==> config.mk <==
export PLATFORM = sky130hd
export DESIGN_NAME = ppu_ctrl
export DESIGN_NICKNAME = d
export VERILOG_FILES = /design/src/ppu_pkg.sv /design/src/ppu_ctrl.sv
export SDC_FILE = /design/constraint.sdc
export NUM_CORES = 1
export LEC_CHECK = 0
export BUFFER_PORTS_ARGS = -buffer_cell sky130_fd_sc_hd__buf_2
export CORE_MARGIN = 1.5
export CORE_UTILIZATION = 50
export DETAILED_ROUTE_END_ITERATION = 7
export PLACE_DENSITY = 0.81
export SYNTH_ARGS = -nofsm -noshare
export SYNTH_HDL_FRONTEND = slang
export SYNTH_SLANG_ARGS = --single-unit
==> constraint.sdc <==
create_clock -name i_clk -period 5.3 [get_ports i_clk]
set_input_delay 0 -clock i_clk [delete_from_list [all_inputs] [get_ports i_clk]]
set_output_delay 0 -clock i_clk [all_outputs]
set_load 0.02 [all_outputs]
==> src/ppu_pkg.sv <==
// Shared types, constants and datapath command codes of the particle pool update unit.
package ppu_pkg;

    localparam int SLOTS_DEF = 32;
    localparam int STEPS     = 32;

    localparam logic [30:0]        MAX_AGE_RST = 31'd655360;
    localparam logic signed [31:0] LEFT_RST    = 32'sd0;
    localparam logic signed [31:0] RIGHT_RST   = 32'sd20447232;
    localparam logic signed [31:0] TOP_RST     = 32'sd0;
    localparam logic signed [31:0] BOTTOM_RST  = 32'sd15466496;

    typedef enum logic [2:0] {
        CFG_MAX_AGE = 3'd0,
        CFG_LEFT    = 3'd1,
        CFG_RIGHT   = 3'd2,
        CFG_TOP     = 3'd3,
        CFG_BOTTOM  = 3'd4
    } t_cfg_idx;

    typedef enum logic [2:0] {
        ST_SPAWNED = 3'd0,
        ST_FULL    = 3'd1,
        ST_MOVED   = 3'd2,
        ST_EXPIRED = 3'd3,
        ST_OFFSCR  = 3'd4,
        ST_NONE    = 3'd5
    } t_status;

    typedef enum logic {
        OPC_SPAWN = 1'b0,
        OPC_TICK  = 1'b1
    } t_opcode;

    typedef struct packed {
        logic               op;
        logic signed [31:0] start_x;
        logic signed [31:0] start_y;
        logic signed [31:0] start_z;
        logic signed [31:0] dir_x;
        logic signed [31:0] dir_y;
        logic signed [31:0] dir_z;
        logic signed [31:0] speed_scale;
        logic signed [31:0] drag_rate;
        logic [30:0]        tick_time;
    } t_in_item;

    typedef struct packed {
        logic [2:0]         status;
        logic [5:0]         slot;
        logic signed [31:0] out_x;
        logic signed [31:0] out_y;
        logic signed [31:0] out_z;
        logic [6:0]         live_count;
        logic               last;
    } t_out_item;

    typedef struct packed {
        logic signed [31:0] px;
        logic signed [31:0] py;
        logic signed [31:0] pz;
        logic signed [31:0] vx;
        logic signed [31:0] vy;
        logic signed [31:0] vz;
        logic signed [31:0] speed;
        logic signed [31:0] drag;
        logic [31:0]        age;
    } t_rec;

    typedef enum logic [4:0] {
        OP_NOP,
        OP_CAPTURE,
        OP_IDX_INC,
        OP_SPAWN,
        OP_FULL,
        OP_LATCH,
        OP_EXPIRE,
        OP_SQ_MUL,
        OP_SQ_ACC,
        OP_SQ_INIT,
        OP_SQ_STEP,
        OP_RED_MUL,
        OP_RED_SET,
        OP_NUM,
        OP_VZERO,
        OP_SC_MUL,
        OP_DIV_INIT,
        OP_DIV_STEP,
        OP_DIV_DONE,
        OP_MV_MUL1,
        OP_MV_SAT,
        OP_MV_MUL2,
        OP_MV_ADD,
        OP_WB,
        OP_NONE
    } t_dp_op;

    typedef struct packed {
        t_dp_op     op;
        logic [1:0] comp;
    } t_dp_cmd;

    typedef struct packed {
        logic active_here;
        logic idx_last;
        logic more_above;
        logic expired;
        logic drag_on;
        logic cur_gt_red;
    } t_dp_stat;

    typedef enum logic [4:0] {
        S_IDLE,
        S_SP_SCAN,
        S_TK_SCAN,
        S_TK_LATCH,
        S_TK_AGE,
        S_SQ_MUL,
        S_SQ_ACC,
        S_SQ_INIT,
        S_SQ_STEP,
        S_RED_MUL,
        S_RED_SET,
        S_DRAG_CHK,
        S_SC_MUL,
        S_DIV_INIT,
        S_DIV_STEP,
        S_DIV_DONE,
        S_MV_MUL1,
        S_MV_SAT,
        S_MV_MUL2,
        S_MV_ADD,
        S_WB,
        S_NEXT
    } t_state;

endpackage

==> src/ppu_ctrl.sv <==
// Sequencing state machine of the particle pool update unit.
module ppu_ctrl (
    input  logic              i_clk,
    input  logic              i_rst_n,
    input  logic              i_start,
    input  logic              i_op,
    input  ppu_pkg::t_dp_stat i_stat,
    output ppu_pkg::t_dp_cmd  o_cmd,
    output logic              o_busy
);

    ppu_pkg::t_state r_state, n_state;
    logic [4:0]      r_cnt;
    logic [1:0]      r_comp;
    logic            r_any;
    ppu_pkg::t_dp_op cmd_op;

    logic comp_end, cnt_end;
    assign comp_end = (r_comp == 2'd2);
    assign cnt_end  = (r_cnt == 5'(ppu_pkg::STEPS - 1));

    always_comb begin
        n_state = r_state;
        unique case (r_state)
            ppu_pkg::S_IDLE: begin
                if (i_start) begin
                    n_state = (i_op == ppu_pkg::OPC_TICK) ? ppu_pkg::S_TK_SCAN
                                                          : ppu_pkg::S_SP_SCAN;
                end
            end
            ppu_pkg::S_SP_SCAN: begin
                if (!i_stat.active_here || i_stat.idx_last) begin
                    n_state = ppu_pkg::S_IDLE;
                end
            end
            ppu_pkg::S_TK_SCAN:  n_state = i_stat.active_here ? ppu_pkg::S_TK_LATCH
                                                              : ppu_pkg::S_NEXT;
            ppu_pkg::S_TK_LATCH: n_state = ppu_pkg::S_TK_AGE;
            ppu_pkg::S_TK_AGE: begin
                if (i_stat.expired)      n_state = ppu_pkg::S_NEXT;
                else if (i_stat.drag_on) n_state = ppu_pkg::S_SQ_MUL;
                else                     n_state = ppu_pkg::S_MV_MUL1;
            end
            ppu_pkg::S_SQ_MUL:  n_state = ppu_pkg::S_SQ_ACC;
            ppu_pkg::S_SQ_ACC:  n_state = comp_end ? ppu_pkg::S_SQ_INIT : ppu_pkg::S_SQ_MUL;
            ppu_pkg::S_SQ_INIT: n_state = ppu_pkg::S_SQ_STEP;
            ppu_pkg::S_SQ_STEP: n_state = cnt_end ? ppu_pkg::S_RED_MUL : ppu_pkg::S_SQ_STEP;
            ppu_pkg::S_RED_MUL: n_state = ppu_pkg::S_RED_SET;
            ppu_pkg::S_RED_SET: n_state = ppu_pkg::S_DRAG_CHK;
            ppu_pkg::S_DRAG_CHK: n_state = i_stat.cur_gt_red ? ppu_pkg::S_SC_MUL
                                                            : ppu_pkg::S_MV_MUL1;
            ppu_pkg::S_SC_MUL:   n_state = ppu_pkg::S_DIV_INIT;
            ppu_pkg::S_DIV_INIT: n_state = ppu_pkg::S_DIV_STEP;
            ppu_pkg::S_DIV_STEP: n_state = cnt_end ? ppu_pkg::S_DIV_DONE : ppu_pkg::S_DIV_STEP;
            ppu_pkg::S_DIV_DONE: n_state = comp_end ? ppu_pkg::S_MV_MUL1 : ppu_pkg::S_SC_MUL;
            ppu_pkg::S_MV_MUL1:  n_state = ppu_pkg::S_MV_SAT;
            ppu_pkg::S_MV_SAT:   n_state = ppu_pkg::S_MV_MUL2;
            ppu_pkg::S_MV_MUL2:  n_state = ppu_pkg::S_MV_ADD;
            ppu_pkg::S_MV_ADD:   n_state = comp_end ? ppu_pkg::S_WB : ppu_pkg::S_MV_MUL1;
            ppu_pkg::S_WB:       n_state = ppu_pkg::S_NEXT;
            ppu_pkg::S_NEXT:     n_state = i_stat.idx_last ? ppu_pkg::S_IDLE
                                                           : ppu_pkg::S_TK_SCAN;
            default:             n_state = ppu_pkg::S_IDLE;
        endcase
    end

    always_comb begin
        cmd_op = ppu_pkg::OP_NOP;
        unique case (r_state)
            ppu_pkg::S_IDLE:     if (i_start) cmd_op = ppu_pkg::OP_CAPTURE;
            ppu_pkg::S_SP_SCAN: begin
                if (!i_stat.active_here)  cmd_op = ppu_pkg::OP_SPAWN;
                else if (i_stat.idx_last) cmd_op = ppu_pkg::OP_FULL;
                else                      cmd_op = ppu_pkg::OP_IDX_INC;
            end
            ppu_pkg::S_TK_SCAN:  cmd_op = ppu_pkg::OP_NOP;
            ppu_pkg::S_TK_LATCH: cmd_op = ppu_pkg::OP_LATCH;
            ppu_pkg::S_TK_AGE:   if (i_stat.expired) cmd_op = ppu_pkg::OP_EXPIRE;
            ppu_pkg::S_SQ_MUL:   cmd_op = ppu_pkg::OP_SQ_MUL;
            ppu_pkg::S_SQ_ACC:   cmd_op = ppu_pkg::OP_SQ_ACC;
            ppu_pkg::S_SQ_INIT:  cmd_op = ppu_pkg::OP_SQ_INIT;
            ppu_pkg::S_SQ_STEP:  cmd_op = ppu_pkg::OP_SQ_STEP;
            ppu_pkg::S_RED_MUL:  cmd_op = ppu_pkg::OP_RED_MUL;
            ppu_pkg::S_RED_SET:  cmd_op = ppu_pkg::OP_RED_SET;
            ppu_pkg::S_DRAG_CHK: cmd_op = i_stat.cur_gt_red ? ppu_pkg::OP_NUM
                                                           : ppu_pkg::OP_VZERO;
            ppu_pkg::S_SC_MUL:   cmd_op = ppu_pkg::OP_SC_MUL;
            ppu_pkg::S_DIV_INIT: cmd_op = ppu_pkg::OP_DIV_INIT;
            ppu_pkg::S_DIV_STEP: cmd_op = ppu_pkg::OP_DIV_STEP;
            ppu_pkg::S_DIV_DONE: cmd_op = ppu_pkg::OP_DIV_DONE;
            ppu_pkg::S_MV_MUL1:  cmd_op = ppu_pkg::OP_MV_MUL1;
            ppu_pkg::S_MV_SAT:   cmd_op = ppu_pkg::OP_MV_SAT;
            ppu_pkg::S_MV_MUL2:  cmd_op = ppu_pkg::OP_MV_MUL2;
            ppu_pkg::S_MV_ADD:   cmd_op = ppu_pkg::OP_MV_ADD;
            ppu_pkg::S_WB:       cmd_op = ppu_pkg::OP_WB;
            ppu_pkg::S_NEXT: begin
                if (!i_stat.idx_last) cmd_op = ppu_pkg::OP_IDX_INC;
                else if (!r_any)      cmd_op = ppu_pkg::OP_NONE;
            end
            default:             cmd_op = ppu_pkg::OP_NOP;
        endcase
    end

    assign o_cmd.op   = cmd_op;
    assign o_cmd.comp = r_comp;
    assign o_busy     = (r_state != ppu_pkg::S_IDLE);

    always_ff @(posedge i_clk) begin
        if (!i_rst_n) begin
            r_state <= ppu_pkg::S_IDLE;
            r_cnt   <= '0;
            r_comp  <= '0;
            r_any   <= 1'b0;
        end else begin
            r_state <= n_state;
            if (r_state == ppu_pkg::S_IDLE) begin
                r_any <= 1'b0;
            end else if (cmd_op == ppu_pkg::OP_EXPIRE || cmd_op == ppu_pkg::OP_WB) begin
                r_any <= 1'b1;
            end
            if (r_state == ppu_pkg::S_SQ_INIT || r_state == ppu_pkg::S_DIV_INIT) begin
                r_cnt <= '0;
            end else if (r_state == ppu_pkg::S_SQ_STEP || r_state == ppu_pkg::S_DIV_STEP) begin
                r_cnt <= r_cnt + 5'd1;
            end
            if (r_state == ppu_pkg::S_TK_AGE || r_state == ppu_pkg::S_DRAG_CHK) begin
                r_comp <= '0;
            end else if (r_state == ppu_pkg::S_SQ_ACC || r_state == ppu_pkg::S_DIV_DONE
                         || r_state == ppu_pkg::S_MV_ADD) begin
                r_comp <= comp_end ? 2'd0 : r_comp + 2'd1;
            end
        end
    end

endmodule

* Word-level counts from Yosys, hierarchy flattened
Cells that the tools add are included.
** Cells by class
- Add/subtract/negate cells :: 2
- Multiply operators :: 0
- Divide/modulo/power cells :: 0
- Order comparisons :: 0
- Equality and inequality tests :: 27
- Shift-type cells :: 0
- Mux-type cells :: 23
- Bitwise operators :: 1
- Reduce and logical (&&, ||, !) cells :: 14
** Operators with widths (count)
- 5-bit case mux with 22 select lines :: 1
- 5-bit case mux with 21 select lines :: 1
- 5-bit two-way mux :: 9
- 5-bit by 4-bit equality test with 1-bit output (second input constant) :: 8
- 5-bit equality test (second input constant) :: 8
- 5-bit by 3-bit equality test with 1-bit output (second input constant) :: 5
- 3-bit two-way mux :: 4
- 5-bit by 2-bit equality test with 1-bit output (second input constant) :: 2
- 2-bit two-way mux :: 5
- 1-bit logical OR :: 7
- 2-bit OR reduction :: 3
- 5-bit by 1-bit adder with 5-bit output (second input constant) :: 1
- 5-bit by 1-bit equality test with 1-bit output (second input constant) :: 1
- 5-bit logical NOT :: 1
- 5-bit nonzero test :: 1
- 2-bit inequality test (second input constant) :: 2
- 1-bit two-way mux :: 3
- 2-bit by 1-bit adder with 2-bit output (second input constant) :: 1
- 2-bit equality test (second input constant) :: 1
- 2-bit AND reduction :: 1
- 1-bit logical NOT :: 1
- 1-bit inverter :: 1
** Word-level totals
- Register bits :: 13
- Latch bits :: 0
- RAM bits :: 0
- ROM bits :: 0
- Bits of input ports :: 10
- Output and inout bits :: 8
- Word-level logic and storage cells :: 71
- Memories kept :: 0

* Depth between registers and ports, before layout
- Depth in word-level cells :: 5
- Mapped depth :: 9
- Mapped depth without buffers :: 9

* Worst setup path after synthesis
Ideal clock, no wire load.
- Path type :: flip-flop to flip-flop
- Start point :: reg r_cnt[0]
- End point :: reg r_state[0]
- Library setup time :: 0.115 ns
- Arrival :: 1.638 ns
- Data required time :: 5.185 ns
- Slack :: 3.548 ns
- Stages on the path, launching flop included :: 10
- Path buffers :: 0
- Clock period less this slack :: 1.752 ns
- Cells stage by stage :: dfxtp_1 ha_1 and3_1 ha_1 or3b_1 a21oi_1 a21oi_1 nand2_1 a211oi_1 o21a_1
** On the way
- Cells in the longest elaborated chain, start to end :: 3
- Elaborated cells between the ends (all ways) :: 4
- Classes of those cells :: eq/ne: 1; mux: 3
** Ends and longest elaborated chain
- start: declaration :: line ppu_ctrl.sv:13 : logic [4:0] r_cnt;
- start signal: assignment :: line ppu_ctrl.sv:124 : r_cnt <= r_cnt + 5'd1;
- 5-bit equality test (*) :: line ppu_ctrl.sv:20 : assign cnt_end = (r_cnt == 5'(ppu_pkg::STEPS - 1));
- 1-bit two-way mux :: line ppu_ctrl.sv:47, ppu_ctrl.sv:54
- 5-bit case mux with 22 select lines (*) :: line ppu_ctrl.sv:24 : unique case (r_state)
- end signal: assignment :: line ppu_ctrl.sv:110 : r_state <= ppu_pkg::S_IDLE;
- end signal: assignment :: line ppu_ctrl.sv:115 : r_state <= n_state;
- end: declaration :: line ppu_ctrl.sv:12 : ppu_pkg::t_state r_state, n_state;
Every way passes the cells marked *; elsewhere a longest branch is shown, timed or not.
A chain may end at the register's enable or synchronous reset.

==> impl_metrics.yaml <==
critical_path:
  critPathKind: "register to primary output"
  endpoint_kind: "primary output"
  arrival_ns: 2.31
  crit_path_start_kind: "register"
  critPathMaxFanout: 30
  cp.required_ns: 5.30
clocking:
  clock_latency_ns: 0.27
  cts.sinks: 13
  cts_buffers: 3
  cts_resized: 0
  cts.path.max_buffers: 2
  root_buffer: "clkbuf_4"
  htreeDepth: 1
  clkSlewWorstSetupHoldPaths_ns: 0.08
  cts_hold_buf: 0
  cts_tree: "yes"
  postCtsSetupBuffers: 0
pwr:
  netSwitchingFraction: 0.411
  total_power_mw: 0.298
  power.switching_mw: 0.123
  p_int_mw: 0.176
  pwr-share-comb: 0.377
  power_density_mw_per_mm2: 232
  p_leak_nw: 0.490
  p_seq_frac: 0.419
  clkPwrFrac: 0.204
  ir_worst_vdd_mv: 0.192
routing:
  viasPerCell: 6.42
  wl_per_cell_um: 15.1
  vias: 1323
  drc_errors: 0
  drtIter0Drc: 116
  antenna_left: 0
  drt_first_pass_iters: 5
  wirelength_mm: 3.11
die:
  start_util: 0.548
  dieWidth_um: 53.0
  pin_count: 18
  dieArea_mm2: 0.00280
  dieHeight_um: 53.0
  core_area_mm2: 0.00228
  rows: 17
synth:
  yosysMostFrequentCell: "nand2_1"
  synth-edff-count: 0
  ys_seq_elements: 13
  netlist_area_mm2: 0.00125
  ys.flop_type: "dfxtp_1"
  syn_avg_cell_area_um2: 7.30
  synth_seq_area_share: 0.209
  yosysUniqueCellTypes: 56
  yosysTopAreaCell: "dfxtp_1"
  yosysWarnings: 0
  yosysTopAreaCellShare: 0.209
  yosys-top-cells-area: "dfxtp_1, nand2_1, nor2_1"
  syn_inst: 171
  synth_nets: 183
  async_flop_share: 0
  ys_top_cells_by_count: "nand2_1, nor2_1, dfxtp_1, o21ai_0, a21oi_1"
grt:
  grt_pass1_vias: 1112
  grt_pass1_wl_mm: 5.02
  grt_start_max_net_pins: 31
  grtUsageTotal: 0.237
  antenna_found_initial: 0
  overflow: 0
outcome:
  status: "completed"
placement:
  placedCellCount: 202
  pre_cts_slack_ns: 3.13
  place.gp.congestion: 0.905
  dp_hpwl_mm: 2.21
  portBuffers: 16
  placed_cell_area_mm2: 0.00126
timing:
  finClkSkew_ns: 0.00374
  fmax_ghz: 0.432
  whs_ns: 0.0185
  relSlewSlack: 0.302
  rsz0062_at_grt: "no"
  final_hold_viol_count: 0
  setup_viol: 0
  min_period_over_period: 0.437
  tns_ns: 0
  worst_pin_slew_ns: 1.05
  worst_slack_ns: 2.99
  period_minus_slack_ns: 2.31
  finalMaxSlewViolations: 0
layout:
  nNetsFinal: 191
  finish.instance_area_mm2: 0.00129
  drive_above_1_share: 0.146
  fin_util: 0.565
  instances_no_fill: 206
  synthToLayoutAreaGrowth_pct: 3.11
  fillCellCount: 196
  n_antenna_cell: 0
hold_path:
  hold_path_class: "primary input to register"
run:
  max_cap_violations: 0
## cells by family (layout without fill, tap and decap cells)
group	count (synthesis)	after routing	synth area share
flops	13	13	0.209
simple gates	75	75	0.324
buf+inv	20	27	0.103
xor+xnor	7	7	0.0491
fa+ha+maj	2	2	0.0201
compound gates	52	52	0.279
mux	2	2	0.0160
## flip-flops by register name, indices dropped and copies added, names as in the netlist
name / count
r_comp: 2
r_cnt: 5
r_state: 5
r_any: 1
## worst max-delay path: stages, from the launching register on
cell and delay, ns:
dfxtp_1 1.02, nand2_1 0.28, nor4_1 0.23, a31oi_1 0.09, o2111ai_1 0.18, buf_2 0.23
## area by class of cell
type | count | area [µm²] | area share
multi-input cells | 138 | 858 | 0.667
flip-flops and latches | 13 | 260 | 0.202
repair buffers | 16 | 80.1 | 0.0623
well taps | 28 | 35.0 | 0.0272
clock buffers | 4 | 26.3 | 0.0204
inverters | 7 | 26.3 | 0.0204
## power by group through the flow
stage | logic [mW] | registers [mW] | clock network (mW)
finish | 0.113 | 0.125 | 0.0608
global route | 0.122 | 0.126 | 0.0668
CTS | 0.111 | 0.123 | 0.0620
detailed placement | 0.110 | 0.126 | 0
global placement | 0.108 | 0.125 | 0
floorplan | 0.107 | 0.106 | 0
## path summary, 6_finish.rpt
path | cells after the start | end | from | slack (ns)
worst max-delay path | 5 | o_cmd[3] | r_state[1] | 2.99
worst min-delay path | 2 | r_state[0] | i_rst_n | 0.02
worst max register to register | 6 | r_state[4] | r_state[1] | 3.04
worst min register to register | 2 | r_any | r_any | 0.46
## cells in the final DEF, fill, tap and decap left out, drive strengths merged, types with 3 or more instances in the layout
cell type / Yosys / final
xnor2: 3 / 3
and3: 3 / 3
nor2b: 5 / 5
nor3b: 3 / 3
inv: 7 / 7
nand4: 3 / 3
nand2: 22 / 22
o21ai: 15 / 15
a31oi: 4 / 4
o211ai: 3 / 3
clkbuf: 0 / 4
dfxtp: 13 / 13
xor2: 4 / 4
buf: 13 / 16
nand3: 3 / 3
a21oi: 10 / 10
nor3: 3 / 3
nor2: 19 / 19
## layer usage
layer / part of all wire / track usage / up-vias
li1: - / - / 636
met2: 0.46 / 0.354 / 88
met4: 0.014 / 0.0897 / 0
met5: 0 / 0 / -
met3: 0.10 / 0.0311 / 8
met1: 0.42 / 0.343 / 591
No activity file was read; power rests on OpenSTA's default activity.
